### src/rtl/core/apr_pkg.sv
`default_nettype none
package apr_pkg;

    localparam int COORD_W = 24;
    localparam int EXT_W   = 23;
    localparam int COEF_W  = 24;
    localparam int PROD_W  = 2 * COEF_W;
    // products, offset scaled by 2^COEF_FRAC_BITS and corner terms, with headroom
    localparam int ACC_W   = 52;

    typedef enum logic [2:0] {
        REG_COEF_XX  = 3'd0,
        REG_COEF_XY  = 3'd1,
        REG_OFFSET_X = 3'd2,
        REG_COEF_YX  = 3'd3,
        REG_COEF_YY  = 3'd4,
        REG_OFFSET_Y = 3'd5
    } t_reg_idx;

    localparam logic OP_POINT = 1'b0;
    localparam logic OP_RECT  = 1'b1;

    typedef struct packed {
        logic                      operation;
        logic signed [COORD_W-1:0] pos_x;
        logic signed [COORD_W-1:0] pos_y;
        logic        [EXT_W-1:0]   extent_w;
        logic        [EXT_W-1:0]   extent_h;
    } t_req;

    typedef struct packed {
        logic signed [COORD_W-1:0] out_x;
        logic signed [COORD_W-1:0] out_y;
        logic        [EXT_W-1:0]   out_w;
        logic        [EXT_W-1:0]   out_h;
        logic                      clipped;
    } t_res;

    // rounded low and high ends of one output axis
    typedef struct packed {
        logic signed [ACC_W-1:0] lo;
        logic signed [ACC_W-1:0] hi;
    } t_span;

endpackage
`default_nettype wire

### src/rtl/core/apr_box.sv
`default_nettype none
module apr_box
    import apr_pkg::*;
(
    input  wire logic  i_clk,
    input  t_span      i_span_x,
    input  t_span      i_span_y,
    output t_res       o_res
);

    localparam logic signed [ACC_W-1:0] C_MAX = ACC_W'((2 ** (COORD_W - 1)) - 1);
    localparam logic signed [ACC_W-1:0] C_MIN = -C_MAX - 1;
    localparam logic signed [ACC_W-1:0] E_MAX = ACC_W'((2 ** EXT_W) - 1);
    localparam logic signed [ACC_W-1:0] ZERO  = '0;

    function automatic logic [COORD_W:0] sat_coord(input logic signed [ACC_W-1:0] v);
        logic [COORD_W:0] r;
        if (v > C_MAX) begin
            r = {1'b1, C_MAX[COORD_W-1:0]};
        end else if (v < C_MIN) begin
            r = {1'b1, C_MIN[COORD_W-1:0]};
        end else begin
            r = {1'b0, v[COORD_W-1:0]};
        end
        return r;
    endfunction

    function automatic logic [EXT_W:0] sat_ext(input logic signed [ACC_W-1:0] v);
        logic [EXT_W:0] r;
        if (v > E_MAX) begin
            r = {1'b1, E_MAX[EXT_W-1:0]};
        end else if (v < ZERO) begin
            r = {1'b1, {EXT_W{1'b0}}};
        end else begin
            r = {1'b0, v[EXT_W-1:0]};
        end
        return r;
    endfunction

    logic signed [ACC_W-1:0] ext_x, ext_y;
    logic [COORD_W:0]        sx, sy;
    logic [EXT_W:0]          sw, sh;
    t_res                    n_res, r_res;

    assign ext_x = i_span_x.hi - i_span_x.lo;
    assign ext_y = i_span_y.hi - i_span_y.lo;

    always_comb begin
        sx = sat_coord(i_span_x.lo);
        sy = sat_coord(i_span_y.lo);
        sw = sat_ext(ext_x);
        sh = sat_ext(ext_y);
        n_res.out_x   = sx[COORD_W-1:0];
        n_res.out_y   = sy[COORD_W-1:0];
        n_res.out_w   = sw[EXT_W-1:0];
        n_res.out_h   = sh[EXT_W-1:0];
        n_res.clipped = sx[COORD_W] | sy[COORD_W] | sw[EXT_W] | sh[EXT_W];
    end

    always_ff @(posedge i_clk) begin
        r_res <= n_res;
    end

    assign o_res = r_res;

endmodule
`default_nettype wire

### config.mk
export PLATFORM = sky130hd
export DESIGN_NAME = apr_box
export DESIGN_NICKNAME = d
export VERILOG_FILES = /design/src/rtl/core/apr_pkg.sv /design/src/rtl/core/apr_box.sv
export SDC_FILE = /design/constraint.sdc
export NUM_CORES = 1
export LEC_CHECK = 0
export CELL_PAD_IN_SITES_DETAIL_PLACEMENT = 1
export CELL_PAD_IN_SITES_GLOBAL_PLACEMENT = 1
export CORE_MARGIN = 2
export CORE_UTILIZATION = 42
export DETAILED_ROUTE_END_ITERATION = 10
export DONT_BUFFER_PORTS = 1
export GPL_TIMING_DRIVEN = 1
export PLACE_DENSITY = 0.89
export SETUP_SLACK_MARGIN = 0.2
export SKIP_LAST_GASP = 1
export SLEW_MARGIN = 20
export SYNTH_ARGS = -nofsm -noshare
export SYNTH_HDL_FRONTEND = slang
export SYNTH_SLANG_ARGS = --single-unit
### constraint.sdc
create_clock -name i_clk -period 4.1 [get_ports i_clk]
set_input_delay 0.82 -clock i_clk [delete_from_list [all_inputs] [get_ports i_clk]]
set_output_delay 0.82 -clock i_clk [all_outputs]
set_load 0.005 [all_outputs]
==> After elaboration in Yosys (flattened, before gate mapping) <==
Index checks and enable logic that the tools add are counted.
Widths: inputs -> output; s select.
{ "totals": {"inputBits": 209, "wordCells": 26, "ff_bits": 95, "out_inout_bits": 95} }
{ "classes": {"n_bitwise": 3, "n_lt_le_gt_ge": 8, "n_addsub": 2, "n_mux": 8} }
{ "ops": {"columns": ["op", "n"], "rows": [
  ["$gt 52x24->1 const B", 4],
  ["$lt 52x1->1 const B", 2],
  ["$lt 52x24->1 const B", 2],
  ["$sub 52x52->52", 2],
  ["$mux 25", 4],
  ["$mux 24", 4],
  ["$or 1x1->1", 3]
]} }

==> Depth between registers and ports, before layout <==
{ "logic_depth": {"word_depth": 6, "mapped_depth": 17, "depth_no_buf": 15} }

==> Worst setup path after synthesis <==
No wires, ideal clock.
{ "synth_path": {"path_type": "in2reg", "startpoint": "input port i_span_y[0] (netlist name)", "endpoint": "register r_res, in the netlist o_res[10]", "slack_ns": -0.117, "cell_stages": 17, "arrival_time_ns": 4.082, "path_buffers": 2, "required_ns": 3.965, "setup_time_ns": 0.135, "path_cell_list": "inv_1 ha_1 inv_1 fa_1 a21o_1 a221o_1 a311oi_1 nand2_1 a21oi_2 xor2_1 o211ai_1 or4_1 a2111oi_2 and3_1 buf_6 buf_6 a21oi_1"} }
{ "synth_between": {"elab_chain_len": 3, "word_cells_on_any_way": 4, "cone_classes": "add/sub: 1; order compare: 2; mux: 1"} }
{ "synth_lines": {"columns": ["item", "line_no", "rtl"], "rows": [
  ["from (decl)", "apr_box.sv:7", "input t_span i_span_y,"],
  ["$sub 52x52->52 *", "apr_box.sv:46", "assign ext_y = i_span_y.hi - i_span_y.lo;"],
  ["$lt 52x1->1", "apr_box.sv:32", "end else if (v < ZERO) begin"],
  ["$mux 24", "apr_box.sv:32", null],
  ["to (signal assigned)", "apr_box.sv:61", "r_res <= n_res;"],
  ["to (decl)", "apr_box.sv:43", "t_res n_res, r_res;"]
]} }
Every way passes the cells marked *; elsewhere a longest branch is shown, timed or not.
A chain may end at the register's enable or synchronous reset.

==> Worst setup path after layout <==
{ "layout_path": {"startpoint": "input port i_span_y[63] (netlist name)", "endpoint": "register r_res, in the netlist o_res[17]"} }
Same word-level chain as after synthesis.

==> key figures <==
Power and ir drop
  – VDD IR-drop max: 192.9 uV
  – Gate power share: 47.3%
  – Flop pwr share: roughly 30%
  – P per Cell Area: 306.7 nW/um2
  – Switching power: 1.581 mW
  – Int Pwr: roughly 2.2 mW
  – Clock share of power: 22.3%
  – Sw Share: 41.41%
  – Static Leak: 5.602 nW
  – Tot Pwr: ~3.8 mW

Routing
  – DR vias: 11,994
  – DR iter-0 viols: 922
  – Drt via density: 6.383
  – Antenna Nets Post-Route: 0
  – First drt pass iteration count: 5
  – DRT Wirelength: approximately 46 mm
  – DRC viols: 0
  – Wirelength per Cell: 24.26 um

Finish
  – Final nets: 1,866
  – Area growth, synth to finish: 24.69%
  – Post-route cell area: 12,450 um2
  – Post-layout util: between 50% and 60%
  – Number of flip-flops in the largest register: between 90 and 100
  – Layout cell share with drive strength beyond 1: 21.18%

Global routing
  – Initial antenna violation count: 3
  – First-pass GRT wire length: between 60 and 70 mm
  – Overall routing resource usage: 33.16%
  – Largest net degree at the start of global routing: 25
  – GRT Residual Overflow: 0
  – Vias in the first global route: 11,992

Yosys
  – Register area share after synthesis: 19.05%
  – Cell count after synthesis: 1,414
  – EDFF count, synth: 0
  – FFs w/ async S/R, synth: 0%
  – Synth Flop Type: dfxtp_1
  – Yosys Warn Count: 0
  – Syn Nets: 1,727
  – Netlist Area Pre-Place: 9985 um2
  – Netlist cell types: 82
  – Synth area leaders: dfxtp_1 19%, ha_1 13%, a21oi_1 8.6%, nand2_1 8.1%, inv_1 5.2%
  – Mean Syn Cell Area: 7.061 um2
  – FF+latch count, synth: 95
  – Synth area leader: dfxtp_1
  – Proportion of netlist area held by the largest area contributor: 19.05%

Timing
  – Setup tns final: -2870 ps
  – Crit share post-route: 103.6%
  – Final setup fails: 24
  – Worst-Margin Slew: about 750 ps
  – Fin. max-slew vios: 0
  – Worst slew margin: 49.80%
  – Final min period: 4248 ps
  – F_max: 0.2354 GHz
  – RSZ-0062 raised after global routing: yes
  – Fin. Hold Viols: 0
  – Worst setup margin: -148.5 ps

Die
  – Row cnt: 56
  – Die H: about 160 um
  – Starting Density: 42.66%
  – Die width: between 150 and 200 um
  – Io pins: 304
  – DIE AREA: 25,020 um2
  – Core area: 23,400 um2

Placement
  – HPWL after DPL: 35.03 mm
  – IO buf count: 0
  – Placer Congestion: between 0.9 and 1
  – Pre-CTS setup slack: -250.3 ps
  – Placed Area: 11,610 um2

Run status
  – Failing checks: setup timing
  – Status: finished, violations left

CTS
  – Clk slew on worst S/H paths: 70 ps
  – Root Driver: clkbuf_16
  – CTS tree: built
  – Clock tree sinks: 95
  – Clk buf depth: 2
  – Total CTS buffers: 9
  – H-tree level count: 3

Critical path
  – Critical path startpoint category: input pin
  – Worst Path Arrival: 4490 ps
  – Cell Chain, Critical Path: inv_1 -> ha_1 -> nand2_1 -> o21ai_0 -> a32oi_1 -> nand3_2 -> buf_4 -> a31oi_1 -> o31a_1 -> buf_4 -> a311oi_1 -> o2111ai_1 -> a2111oi_2 -> and3_4 -> clkbuf_16 -> a21oi_1
  – Worst Path Buf+Inv: 4
  – Max Fanout on Critical Path: 12
  – Slowest stage delay, CP: between 600 and 700 ps
  – Worst Setup End Kind: flip-flop
  – CP max stage cell: o21ai_0
  – Crit path kind: input pin to flip-flop
  – Data required, critical path: 4340 ps
  – Most used cell, CP: buf_4
  – CP top delay family: compound AO/OA/AOI/OAI gates

Run
  – Max_cap viols: 0

Hold path
  – Hold crit path type: input pin to flip-flop
metrics by stage:
stage                     std cells  hold slack, ps
after CTS                      1864           478.0
final                          1879           489.2
after detailed placement       1848           848.5
after floorplan                1414           910.4
after global routing           1878           476.6
after global placement         1848           848.7
power by group through the flow:
stage | Combinational, mW | Clock, mW | Sequential (mW)
2_1_floorplan | 1.03 | 0 | 1.14
3_3_place_gp | 1.55 | 0 | 1.17
3_5_place_dp | 1.62 | 0 | 1.18
4_1_cts | 1.64 | 0.863 | 1.16
5_1_grt | 1.94 | 0.891 | 1.17
6_report | 1.80 | 0.852 | 1.16
kinds of logic after synthesis:
group                    Yosys count  share of synthesized area (%)
AO/OA/AOI/OAI                    441                          28.77
AND/OR/NAND/NOR                  482                          23.05
XOR/XNOR                          68                          5.965
flip-flops                        95                          19.05
multiplexers                      11                          1.190
adder cells (fa/ha/maj)          104                          13.18
buffers and inverters            213                          8.797
cells in the mapped netlist, drive strengths merged, types with 9 or more instances:
library cell and count:
ha 102, inv 139, nor3 20, xnor2 42
xor2 26, nor4 26, nand4 58, nand3 23
dfxtp 95, a21oi 177, o21ai 77, nor2 74
o211ai 9, o221ai 10, a211oi 21, o21a 16
buf 24, a21o 30, o21bai 11, and3 11
clkbuf 50, nand2 216, a31oi 9, nand2b 12
final timing paths:
check	end	from	slack, ps	depth (start not counted)
setup / recovery	o_res[17]	i_span_y[63]	-150	16
hold / removal	o_res[70]	i_span_y[103]	490	0
placed cells by master (no fill, tap or decap), types with 5 or more instances in the layout:
cell,netlist,final
a2111oi_2,3,6
a211oi_1,17,15
a211oi_2,4,6
a21o_1,30,29
a21oi_1,171,134
a21oi_2,6,38
a21oi_4,0,5
a31oi_1,9,8
a32oi_1,6,5
and2_1,8,8
and3_1,11,10
buf_4,2,190
clkbuf_16,0,13
dfxtp_1,95,95
ha_1,102,99
inv_1,139,135
mux2i_1,7,7
nand2_1,215,215
nand2b_1,11,11
nand3_1,22,22
nand4_1,58,58
nor2_1,74,71
nor2b_1,6,6
nor3_1,20,18
nor4_1,24,21
o2111ai_1,8,8
o211ai_1,9,9
o21a_1,16,16
o21ai_0,68,66
o21ai_1,6,8
o21bai_1,11,9
o221ai_1,9,7
o22ai_1,8,8
or4_1,6,6
xnor2_1,42,39
xor2_1,26,26
per-layer routing:
metal  vias up  wire length [um]  GRT usage (%)
met5         -                11              0
met1      5815             17450          38.31
li1       5357                 -              -
met3       187              3445          8.212
met4         2              2654          16.47
met2       633             22030          56.98
layout make-up:
class                      instances  area, um2
antenna                            2      5.005
sequential                        95       1902
fill                            2998      10950
clock inverter                     7      63.81
clock buffer                       9      225.2
tap                              319      399.1
multi-input combinational       1106       7625
timing repair buffer             202       1655
inverter                         139      574.3
what timing repair did:
item,CTS,global route
cloned,0,5
hold buffers,0,0
pin swaps,3,34
buffers inserted,0,8
endpoints found under the setup margin,24,47
resized for setup,0,82
Power figures use the tool's default switching activity.
